File: config.mk
export PLATFORM = sky130hd
export DESIGN_NAME = q16md_ctrl
export DESIGN_NICKNAME = d
export VERILOG_FILES = /design/src/rtl/assert_macros.svh /design/src/rtl/q16md_pkg.sv /design/src/rtl/q16md_ctrl.sv
export SDC_FILE = /design/constraint.sdc
export NUM_CORES = 1
export LEC_CHECK = 0
export ABC_AREA = 0
export BUFFER_PORTS_ARGS = -buffer_cell sky130_fd_sc_hd__buf_2
export CAP_MARGIN = 30
export CORE_MARGIN = 3
export CORE_UTILIZATION = 30
export DETAILED_ROUTE_END_ITERATION = 16
export PLACE_DENSITY_LB_ADDON = 0.12
export SLEW_MARGIN = 0
export SYNTH_ARGS = -nofsm -noshare
export SYNTH_HDL_FRONTEND = slang
export SYNTH_SLANG_ARGS = --single-unit
File: constraint.sdc
create_clock -name clk -period 1.65 [get_ports clk]
set_input_delay 0.2475 -clock clk [delete_from_list [all_inputs] [get_ports clk]]
set_output_delay 0.2475 -clock clk [all_outputs]
set_load 0.03 [all_outputs]
File: src/rtl/assert_macros.svh
// Assertion macros for the RTL of the multiply/divide unit, used by its top level.
`ifndef ASSERT_MACROS_SVH
`define ASSERT_MACROS_SVH

// Check a property on every rising clk edge, with reset masking the check.
`define ASSERT_CLKRST(label, prop, msg) \
	label: assert property (@(posedge clk) disable iff (!arst_n) (prop)) else $error(msg);

// Check a property on every rising clk edge, also while reset is applied.
`define ASSERT_CLK(label, prop, msg) \
	label: assert property (@(posedge clk) (prop)) else $error(msg);

`endif

File: src/rtl/q16md_pkg.sv
// Package of types and constants for the Q16.16 multiply/divide unit.
`timescale 1ns / 1ps

package q16md_pkg;

	localparam int WORD_W        = 32;
	localparam int FRAC_BITS_DEF = 16;

	typedef enum logic [0:0] {
		OP_MUL = 1'b0,
		OP_DIV = 1'b1
	} op_e;

	typedef enum logic [1:0] {
		STAT_OK   = 2'd0,
		STAT_DIV0 = 2'd1,
		STAT_OVF  = 2'd2
	} stat_e;

	typedef enum logic [1:0] {
		S_IDLE,
		S_DIV,
		S_FIN
	} fsm_state_t;

	typedef struct packed {
		op_e                      cmd;
		logic signed [WORD_W-1:0] operand_a;
		logic signed [WORD_W-1:0] operand_b;
	} req_t;

	typedef struct packed {
		logic signed [WORD_W-1:0] result_value;
		stat_e                    status;
	} rsp_t;

	// Controller to datapath commands.
	typedef struct packed {
		logic load;
		logic step;
		logic wr_out;
	} ctl_t;

	// Datapath to controller status.
	typedef struct packed {
		logic out_busy;
	} dp_sts_t;

endpackage

File: src/rtl/q16md_ctrl.sv
// Controller state machine of the multiply/divide unit.
`timescale 1ns / 1ps

module q16md_ctrl #(
	parameter int FRAC_BITS = q16md_pkg::FRAC_BITS_DEF
) (
	input  logic               clk,
	input  logic               arst_n,
	input  logic               req_valid,
	input  q16md_pkg::op_e     req_cmd,
	output logic               req_ready,
	input  q16md_pkg::dp_sts_t sts,
	output q16md_pkg::ctl_t    ctl
);

	localparam int DIV_STEPS = q16md_pkg::WORD_W + FRAC_BITS;
	localparam int CNT_W     = $clog2(DIV_STEPS);

	q16md_pkg::fsm_state_t state_q, state_d;
	logic [CNT_W-1:0]      cnt_q;
	logic                  accept;
	logic                  last_step;

	assign accept    = req_valid && req_ready;
	assign last_step = (cnt_q == CNT_W'(DIV_STEPS - 1));

	always_comb begin
		state_d = state_q;
		unique case (state_q)
			q16md_pkg::S_IDLE: begin
				if (req_valid) begin
					state_d = (req_cmd == q16md_pkg::OP_DIV) ? q16md_pkg::S_DIV
					                                         : q16md_pkg::S_FIN;
				end
			end
			q16md_pkg::S_DIV: begin
				if (last_step) state_d = q16md_pkg::S_FIN;
			end
			q16md_pkg::S_FIN: begin
				if (!sts.out_busy) state_d = q16md_pkg::S_IDLE;
			end
			default: state_d = q16md_pkg::S_IDLE;
		endcase
	end

	always_comb begin
		req_ready  = 1'b0;
		ctl        = '0;
		unique case (state_q)
			q16md_pkg::S_IDLE: begin
				req_ready = 1'b1;
				ctl.load  = req_valid;
			end
			q16md_pkg::S_DIV: ctl.step   = 1'b1;
			q16md_pkg::S_FIN: ctl.wr_out = !sts.out_busy;
			default: ;
		endcase
	end

	always_ff @(posedge clk or negedge arst_n) begin
		if (!arst_n) begin
			state_q <= q16md_pkg::S_IDLE;
			cnt_q   <= '0;
		end else begin
			state_q <= state_d;
			if (accept) cnt_q <= '0;
			else if (ctl.step) cnt_q <= cnt_q + CNT_W'(1);
		end
	end

endmodule

== Word level (Yosys, flattened, before mapping) ==
Index checks and enable logic that the tools add are counted.
W data, S select, Z words.

* Bits in writable memories: 0
* Bits in registers: 8
* Bits in read-only memories: 0
* Bits of input ports: 5
* Bits in latches: 0
* Output and inout port bits: 4
* Memories: 0

* Add/sub/neg operators: 1
* Reductions and logical operators: 5
* Divide/modulo/power cells: 0
* Bitwise gates (word level): 0
* Multiply operators: 0
* Shifts and indexed selects: 0
* Equality and inequality tests: 6
* $lt $le $gt $ge: 0
* Mux-type cells: 11

{| class="wikitable"
|+ Operators by type and width
! cell !! count
|-
| $mux W6 || 2
|-
| $mux W2 || 4
|-
| $add A6 B1 Y6 const B || 1
|-
| $eq A6 B6 Y1 const B || 1
|-
| $ne A2 B2 Y1 const B || 3
|-
| $pmux W2 S3 || 1
|-
| $mux W1 || 4
|-
| $reduce_and A3 Y1 || 1
|-
| $eq A2 B1 Y1 const B || 1
|-
| $eq A2 B2 Y1 const B || 1
|-
| $logic_not A2 Y1 || 1
|-
| $reduce_bool A2 Y1 || 1
|-
| $logic_and A1 B1 Y1 || 1
|-
| $logic_not A1 Y1 || 1
|}

== Logic depth before layout (Yosys ltp) ==
Gate-level depths: netlist of the first run.

* Depth after elaboration: 4
* Mapped depth: 4
* Gate-level depth less buffers: 4

== Worst setup path before layout of the first run ==
OpenSTA, ideal clock, no wires.

* Kind: register to output
* Start point: reg state_q[0]
* End point: out ctl[0] (netlist bit)
* Required time: 1402 ps
* Path slack: 223 ps
* Buffers on the path: 0
* Arrival time: 1180 ps
* Stages on the path, launching flop included: 2
* Path through: dfrtp_1 nor3b_1

{| class="wikitable"
|+ RTL lines
! item !! line !! RTL
|-
| from (decl) || q16md_ctrl.sv:19 || <nowiki>q16md_pkg::fsm_state_t state_q, state_d;</nowiki>
|-
| from (signal assigned) || q16md_ctrl.sv:62 || <nowiki>state_q <= q16md_pkg::S_IDLE;</nowiki>
|-
| from (signal assigned) || q16md_ctrl.sv:65 || <nowiki>state_q <= state_d;</nowiki>
|-
| to (decl) || q16md_ctrl.sv:13 || <nowiki>output q16md_pkg::ctl_t ctl</nowiki>
|}

==> results_dict.tcl, run 1 <==
set metrics [dict create \
    status "finished, final reports clean" \
    clk_latency_ns 0.25 \
    crit_family "flip-flops" \
    hold_slack_ns 0.244 \
    worstPathRequired_ns 1.40 \
    cts_tree "done" \
    worst_pin_slew_ns 0.283 \
    syn_inst 41 \
    htreeDepth 1 \
    post-route-period-util_pct 96.3 \
    endpoint_kind "output pin" \
    synth_top_cell_by_area "dfrtp_1" \
    grt_pass1_wl_um 1330 \
    busiest_layer "met2" \
    grt_max_degree 12 \
    num_vias 351 \
    setup_tns_ns 0 \
    worst-r2r-cell-count 4 \
    fin_crit_ns 1.59 \
    post-dp-hpwl_um 633 \
    ff2ff_setup_slack_ns 0.20 \
    drc 0 \
    synth_top_area_share_pct 46.0 \
    yosysSeqAreaShare_pct 46.0 \
    cp_cell_sequence "or3b_4, inv_1, buf_4" \
    avgRoutedWirePerCell_um 13.0 \
    crit_path_max_fanout 5 \
    syn_avg_cell_area_um2 10.6 \
    worst-setup-path-type "reg2out" \
    cts_buffers 3 \
    design.core.area_um2 1330 \
    gr-usage-met1_pct 10.6 \
    area_delta_synth_final_pct 16.7 \
    synth.area.top_cells "dfrtp_1 46%, nand2_1 4.3%, or3b_1 4.0%, nand3_1 3.4%, clkbuf_8 3.2%" \
    crit_path_max_incr_delay_ns 0.44 \
    clkSinkCount 8 \
    leakagePower_nw 0.244 \
    critical_path_buf_inv_count 2 \
    power.density_nw_per_um2 1680 \
    grtUsageTotal_pct 9.95 \
    slew-limit-headroom_pct 80.9 \
    clkTransAtPathRegs_ns 0.05 \
    antenna_left 0 \
    finalSetupViolCount 0 \
    peakVddDrop_v 0.000738 \
    r2r-start "cnt_q[0]" \
    port_buffers 8 \
    grt_antenna_before_repair 0 \
    worstPathArrival_ns 1.34 \
    ys_ff_latch 8 \
    max_freq_ghz 0.629 \
    hold_path_depth 2 \
    grtUsageMet3_pct 5.28 \
    critPathSlowestCell "dfrtp_2" \
    io-pin-count 9 \
    dieWidth_um 44.1 \
    gp_congestion 0.793 \
    startpoint_type "flip-flop" \
    ys_types 25 \
    timing.rr.end "state_q[0]" \
    min_from "req_cmd" \
    worstHoldEndpoint "state_q[0]" \
    rsz0062_at_grt "no" \
    final_cell_mix "7 x dfrtp_1, 7 x buf_2, 5 x nand2_1" \
    yosysWarnings 0 \
    maxCapViolCount 0 \
    dieArea_um2 1940 \
    drt_iter0_markers 8 \
    drt-total-wl_um 855 \
    hp-class "in2reg" \
    root_buffer "clkbuf_4" \
    initial_core_util_pct 32.6 \
    grt.overflow.total 0 \
    diodes 0 \
    hold_viol_final 0 \
    cts_buffer_depth 2 \
    grt_util_met2_pct 14.8 \
    layout-drive-gt1-share_pct 31.4 \
    via_per_inst 5.32 \
    finalNetCount 59 \
    fp.dieH_um 44.1 \
    skew_ns 0.000516 \
    grt_pass1_vias 331 \
    fillers 141 \
    firstDrtPassIters 4 \
    syn_area_um2 435 \
    drv_slew 0 \
    num_rows 13 \
    syn_nets 47 \
]
[layout make-up]
type	instances	area (µm²)	area share [%]
Sequential cell	8	201	39.7
Multi-Input combinational cell	28	198	38.9
Timing Repair Buffer	10	60.1	11.8
Clock buffer	3	22.5	4.43
Tap cell	15	18.8	3.69
Inverter	2	7.51	1.48
[metrics by stage]
step / total power, W / area [µm²] / setup slack [ns] / std cells / util (%)
after floorplan: 0.000644 / 435 / 0.223 / 41 / -
after global placement: 0.000675 / 462 / 0.166 / 61 / 34.6
after detailed placement: 0.000687 / 462 / 0.142 / 61 / 34.6
after CTS: 0.000869 / 507 / 0.0417 / 66 / 38.0
after global routing: 0.000920 / 508 / 0.0105 / 66 / 38.1
final: 0.000856 / 508 / 0.0608 / 66 / 38.1
[routing by layer]
metal / part of all wire [%] / wire (µm)
met1: 44 / 372
met3: 8.9 / 76
met4: 0 / 0
met2: 48 / 407
met5: 0 / 0
[cell usage after synthesis]
library cell  number
nand2b_4           1
o221ai_1           1
nand2_1            5
mux2i_1            1
a21oi_1            2
clkbuf_8           1
nand3b_1           1
nand4_1            1
a22o_1             1
or3b_1             2
o41ai_1            1
o21a_1             1
buf_4              1
o21ai_0            1
o31ai_1            1
buf_6              1
o211ai_1           1
dfrtp_1            8
inv_1              2
o311ai_0           1
nor2_1             1
nand3_2            1
nor3b_1            1
nand3_1            3
ha_1               1
[cell families (layout without fill, tap and decap cells)]
group	after synthesis	after routing	synth area share [%]
fa+ha+maj	1	1	2.87
compound gates	10	10	16.7
buf+inv	5	15	9.20
simple gates	16	16	23.0
mux	1	1	2.30
flops	8	8	46.0
[timing repair]
item	CTS	global route
cloned	0	0
endpoints found under the setup margin	1	1
setup buffers	1	0
endpoints found under the hold margin	8	0
hold buffers	1	0
resized for setup	2	1
pin swaps	1	0
[worst max path at each step]
stage,cells after the start,start,slack (ns),endpoint
global placement,3,state_q[0],0.17,ctl[2]
detailed placement,3,state_q[0],0.14,ctl[2]
global route,3,state_q[0],0.01,ctl[2]
CTS,3,state_q[0],0.04,ctl[2]
floorplan,1,state_q[0],0.22,ctl[0]
finish,3,state_q[0],0.06,ctl[2]
[power by group]
part | switching, W | leakage [nW] | total [W] | internal, W
Clock | 0.0000649 | 0.0138 | 0.000148 | 0.0000831
Combinational | 0.000229 | 0.127 | 0.000371 | 0.000142
Sequential | 0.0000774 | 0.104 | 0.000336 | 0.000259
[flip-flops by register name (all words and copies together) (netlist names)]
name     count
state_q      2
cnt_q        6
No activity file was read; power rests on OpenSTA's default activity.
==> run 2: changes to the inputs <==
- clock period: 1.65 -> 2.06 ns (I/O delays scaled with it)
==> results_dict.tcl, run 2 (same netlist as run 1, synthesis figures left out) <==
set metrics [dict create \
    status "finished, final reports clean" \
    hold_viol_final 0 \
    netSwitchingPower_w 0.000295 \
    leakagePower_nw 0.240 \
    num_rows 13 \
    port_buffers 8 \
    worst_pin_slew_ns 0.281 \
    cts_tree "done" \
    worst-setup-path-type "reg2out" \
    rsz0062_at_grt "no" \
    crit_path_max_incr_delay_ns 0.51 \
    grt_pass1_wl_um 1400 \
    slew-limit-headroom_pct 81.0 \
    grtUsageTotal_pct 9.86 \
    worstPathArrival_ns 1.51 \
    drc 0 \
    crit_cells 3 \
    ff2ff_setup_slack_ns 0.58 \
    finalNetCount 58 \
    finalPower_w 0.000665 \
    reg_top3 "cnt_q (6), state_q (2)" \
    drt-total-wl_um 814 \
    worst-r2r-cell-count 4 \
    finalSetupViolCount 0 \
    hold_slack_ns 0.299 \
    regMostFlops "cnt_q" \
    drv_slew 0 \
    peakVddDrop_v 0.000455 \
    initial_core_util_pct 32.6 \
    combPwrFrac_pct 42.1 \
    drt_iter0_markers 8 \
    root_buffer "clkbuf_4" \
    cp_cell_sequence "or3b_1, inv_1, buf_2" \
    cts_buffers 3 \
    worstPathRequired_ns 1.75 \
    skew_ns 0.00191 \
    critical_path_buf_inv_count 2 \
    p_int_w 0.000370 \
    fin_crit_ns 1.82 \
    firstDrtPassIters 4 \
    htreeDepth 1 \
    hp-class "in2reg" \
    fp.dieH_um 44.1 \
    crit_start "state_q[0]" \
    design.core.area_um2 1330 \
    clkPwrFrac_pct 17.5 \
    layout-drive-gt1-share_pct 26.0 \
    via_per_inst 5.23 \
    power_frac_seq_pct 40.4 \
    startpoint_type "flip-flop" \
    final_cell_mix "8 x dfrtp_1, 8 x buf_2, 5 x nand2_1" \
    preCtsSetupSlack_ns 0.501 \
    grt_pass1_vias 325 \
    timing.rr.end "state_q[0]" \
    gp_congestion 0.821 \
    worstSetupEndpoint "ctl[2]" \
    num_vias 340 \
    critPathSlowestCell "or3b_1" \
    stdcell_count 65 \
    cts_resized 0 \
    clkTransAtPathRegs_ns 0.05 \
    r2r-start "cnt_q[0]" \
    antenna_left 0 \
    swShare_pct 44.3 \
    io-pin-count 9 \
    endpoint_kind "output pin" \
    avgRoutedWirePerCell_um 12.5 \
    grt.overflow.total 0 \
    placed_cells 61 \
    dieWidth_um 44.1 \
    post-route-period-util_pct 88.2 \
    post-dp-hpwl_um 627 \
    crit_path_max_fanout 8 \
    maxCapViolCount 0 \
    setup_ws_ns 0.243 \
    grt_max_degree 12 \
    crit_family "simple AND/OR/NAND/NOR gates" \
    max_freq_ghz 0.550 \
    grt_antenna_before_repair 0 \
    largest_reg_flops 6 \
    diodes 0 \
    power.density_nw_per_um2 1350 \
    setup_tns_ns 0 \
    clkSinkCount 8 \
    area_delta_synth_final_pct 13.5 \
    cts_buffer_depth 2 \
    clk_latency_ns 0.25 \
    dieArea_um2 1940 \
]
run 2: cell count changes in the layout (fill, tap and decap cells not counted), sizes merged:
| cell | delta |
|---|---|
| buf | -1 |
run 2: power groups by stage:
| stage | combinational (W) | clock (W) | sequential, W |
|---|---|---|---|
| 4_1_cts | 0.000283 | 0.000123 | 0.000267 |
| 3_5_place_dp | 0.000280 | 0 | 0.000270 |
| 6_report | 0.000280 | 0.000116 | 0.000269 |
| 5_1_grt | 0.000311 | 0.000134 | 0.000278 |
| 2_1_floorplan | 0.000261 | 0 | 0.000255 |
| 3_3_place_gp | 0.000274 | 0 | 0.000265 |
run 2: layout make-up:
type / count / area (µm²)
Fill cell: 140 / 840
Multi-Input combinational cell: 28 / 195
Timing Repair Buffer: 9 / 50.0
Clock buffer: 3 / 22.5
Inverter: 2 / 7.51
Tap cell: 15 / 18.8
Sequential cell: 8 / 200
run 2: worst register-to-register path, cell delays in order, from the launching register on:
cell     delay (ns)
dfrtp_1        0.42
ha_1           0.24
nand3_2        0.11
or3b_1         0.40
a22o_1         0.20
run 2: metrics by stage:
| step | cell area (µm²) | util [%] |
|---|---|---|
| floorplan | 435 | - |
| global placement | 462 | 34.6 |
| detailed placement | 462 | 34.6 |
| CTS | 494 | 37.1 |
| global route | 494 | 37.1 |
| finish | 494 | 37.1 |
run 2: layer usage:
layer	part of all wire [%]	track usage (%)	vias up	wire length (µm)
met1	51	13.4	160	413
met3	7.4	6.50	0	60
met4	0	0	0	0
met2	42	14.0	10	340
li1	-	-	170	-
met5	0	0	-	0
run 2: what timing repair did:
| item | 4_1_cts | 5_1_grt |
|---|---|---|
| hold buffers | 1 | 0 |
| hold endpoints to repair | 8 | 0 |
| buffers inserted | 0 | 0 |
run 2: how the worst min path moves through the flow:
stage | startpoint | to | slack [ns] | cells after the start
floorplan | arst_n | cnt_q[0] | 0.01 | 0
global placement | arst_n | state_q[0] | 0.16 | 1
detailed placement | arst_n | state_q[0] | 0.16 | 1
CTS | req_cmd | state_q[0] | 0.29 | 2
global route | req_cmd | state_q[0] | 0.30 | 2
finish | req_cmd | state_q[0] | 0.30 | 2
==> run 3: changes to the inputs <==
- PLACE_DENSITY_LB_ADDON: 0.12 -> default
==> results_dict.tcl, run 3 (same netlist as run 1, synthesis figures left out) <==
set metrics [dict create \
    largest_reg_flops 6 \
    power.density_nw_per_um2 1330 \
    design.core.area_um2 1330 \
    finalSetupViolCount 0 \
    root_buffer "clkbuf_4" \
    setup_ws_ns 0.253 \
    reg_top3 "cnt_q (6), state_q (2)" \
    layout-drive-gt1-share_pct 26.0 \
    rsz0062_at_grt "no" \
    finalNetCount 58 \
    grt_max_degree 12 \
    worstPathRequired_ns 1.75 \
    drc 0 \
    peakVddDrop_v 0.000286 \
    initial_core_util_pct 32.6 \
    worstPathArrival_ns 1.50 \
    clk_latency_ns 0.25 \
    grt_pass1_vias 329 \
    fin_area_um2 494 \
    cts_tree "done" \
    skew_ns 0.00279 \
    via_per_inst 5.12 \
    num_rows 13 \
    grt.overflow.total 0 \
    grt_antenna_before_repair 0 \
    grtUsageTotal_pct 9.79 \
    fp.dieH_um 44.1 \
    hp-class "in2reg" \
    htreeDepth 1 \
    area_delta_synth_final_pct 13.5 \
    clkSinkCount 8 \
    preCtsSetupSlack_ns 0.525 \
    cts_resized 0 \
    endpoint_kind "output pin" \
    gp_congestion 0.728 \
    final_cell_mix "8 x dfrtp_1, 8 x buf_2, 5 x nand2_1" \
    regArea_um2 200 \
    grt_pass1_wl_um 1360 \
    cts_buffer_depth 2 \
    slew-limit-headroom_pct 80.1 \
    drv_slew 0 \
    dpl_cell_area_um2 462 \
    max_freq_ghz 0.553 \
    worst_pin_slew_ns 0.294 \
    post-route-period-util_pct 87.7 \
    cts_buffers 3 \
    fin_crit_ns 1.81 \
    clkTransAtPathRegs_ns 0.06 \
    hold_buffers 1 \
    setup_tns_ns 0 \
    status "finished, final reports clean" \
    startpoint_type "flip-flop" \
    avgRoutedWirePerCell_um 12.0 \
    port_buffers 8 \
    maxCapViolCount 0 \
    dieWidth_um 44.1 \
    post_cts_buffers 0 \
    drt-total-wl_um 778 \
    crit_path_max_fanout 8 \
    multiInputGateArea_um2 195 \
    post-dp-hpwl_um 581 \
    drt_iter0_markers 8 \
    diodes 0 \
    num_vias 333 \
    hold_viol_final 0 \
    antenna_left 0 \
    regMostFlops "cnt_q" \
    worst-setup-path-type "reg2out" \
    io-pin-count 9 \
    fillers 145 \
    dieArea_um2 1940 \
    firstDrtPassIters 4 \
    leakagePower_nw 0.240 \
]
-- run 3: worst paths after layout --
check | slack [ns] | depth (start not counted) | start | to
max in group asynchronous | 1.47 | 2 | arst_n | cnt_q[3]
max | 0.25 | 3 | state_q[0] | ctl[2]
max reg2reg | 0.61 | 4 | cnt_q[0] | state_q[0]
min in group asynchronous | 0.43 | 2 | arst_n | state_q[0]
min reg2reg | 0.47 | 1 | cnt_q[5] | cnt_q[5]
min | 0.30 | 2 | req_cmd | state_q[0]
-- run 3: report_power, final --
group	internal [W]	switching [W]	leakage [nW]
logic	0.0000973	0.000178	0.121
clock network	0.0000666	0.0000527	0.0138
registers	0.000205	0.0000591	0.105
-- run 3: cell type report --
class                      count  share of cell area [%]
clock buffer                   3                    4.56
inverter                       2                    1.52
multi-input combinational     28                    39.5
sequential                     8                    40.5
tap                           15                    3.80
timing repair buffer           9                    10.1
-- run 3: through the flow --
step | total power, W | utilization [%] | hold slack (ns) | cells
after floorplan | 0.000516 | - | 0.0134 | 41
after global placement | 0.000543 | 34.6 | 0.164 | 61
after detailed placement | 0.000546 | 34.6 | 0.164 | 61
after CTS | 0.000671 | 37.1 | 0.293 | 65
after global routing | 0.000723 | 37.1 | 0.327 | 65
final | 0.000659 | 37.1 | 0.298 | 65
-- run 3: per-layer routing --
layer | share of wire, % | vias to the layer above | GRT usage [%] | wire length, µm
li1 | - | 170 | - | -
met1 | 47 | 157 | 12.4 | 363
met2 | 49 | 6 | 14.2 | 384
met3 | 3.9 | 0 | 2.44 | 30
met4 | 0 | 0 | 7.23 | 0
met5 | 0 | - | 0 | 0
-- run 3: worst max-delay path, cell delays in order (launching register included) --
cell     delay [ns]
dfrtp_1        0.43
or3b_1         0.49
inv_1          0.12
buf_2          0.20
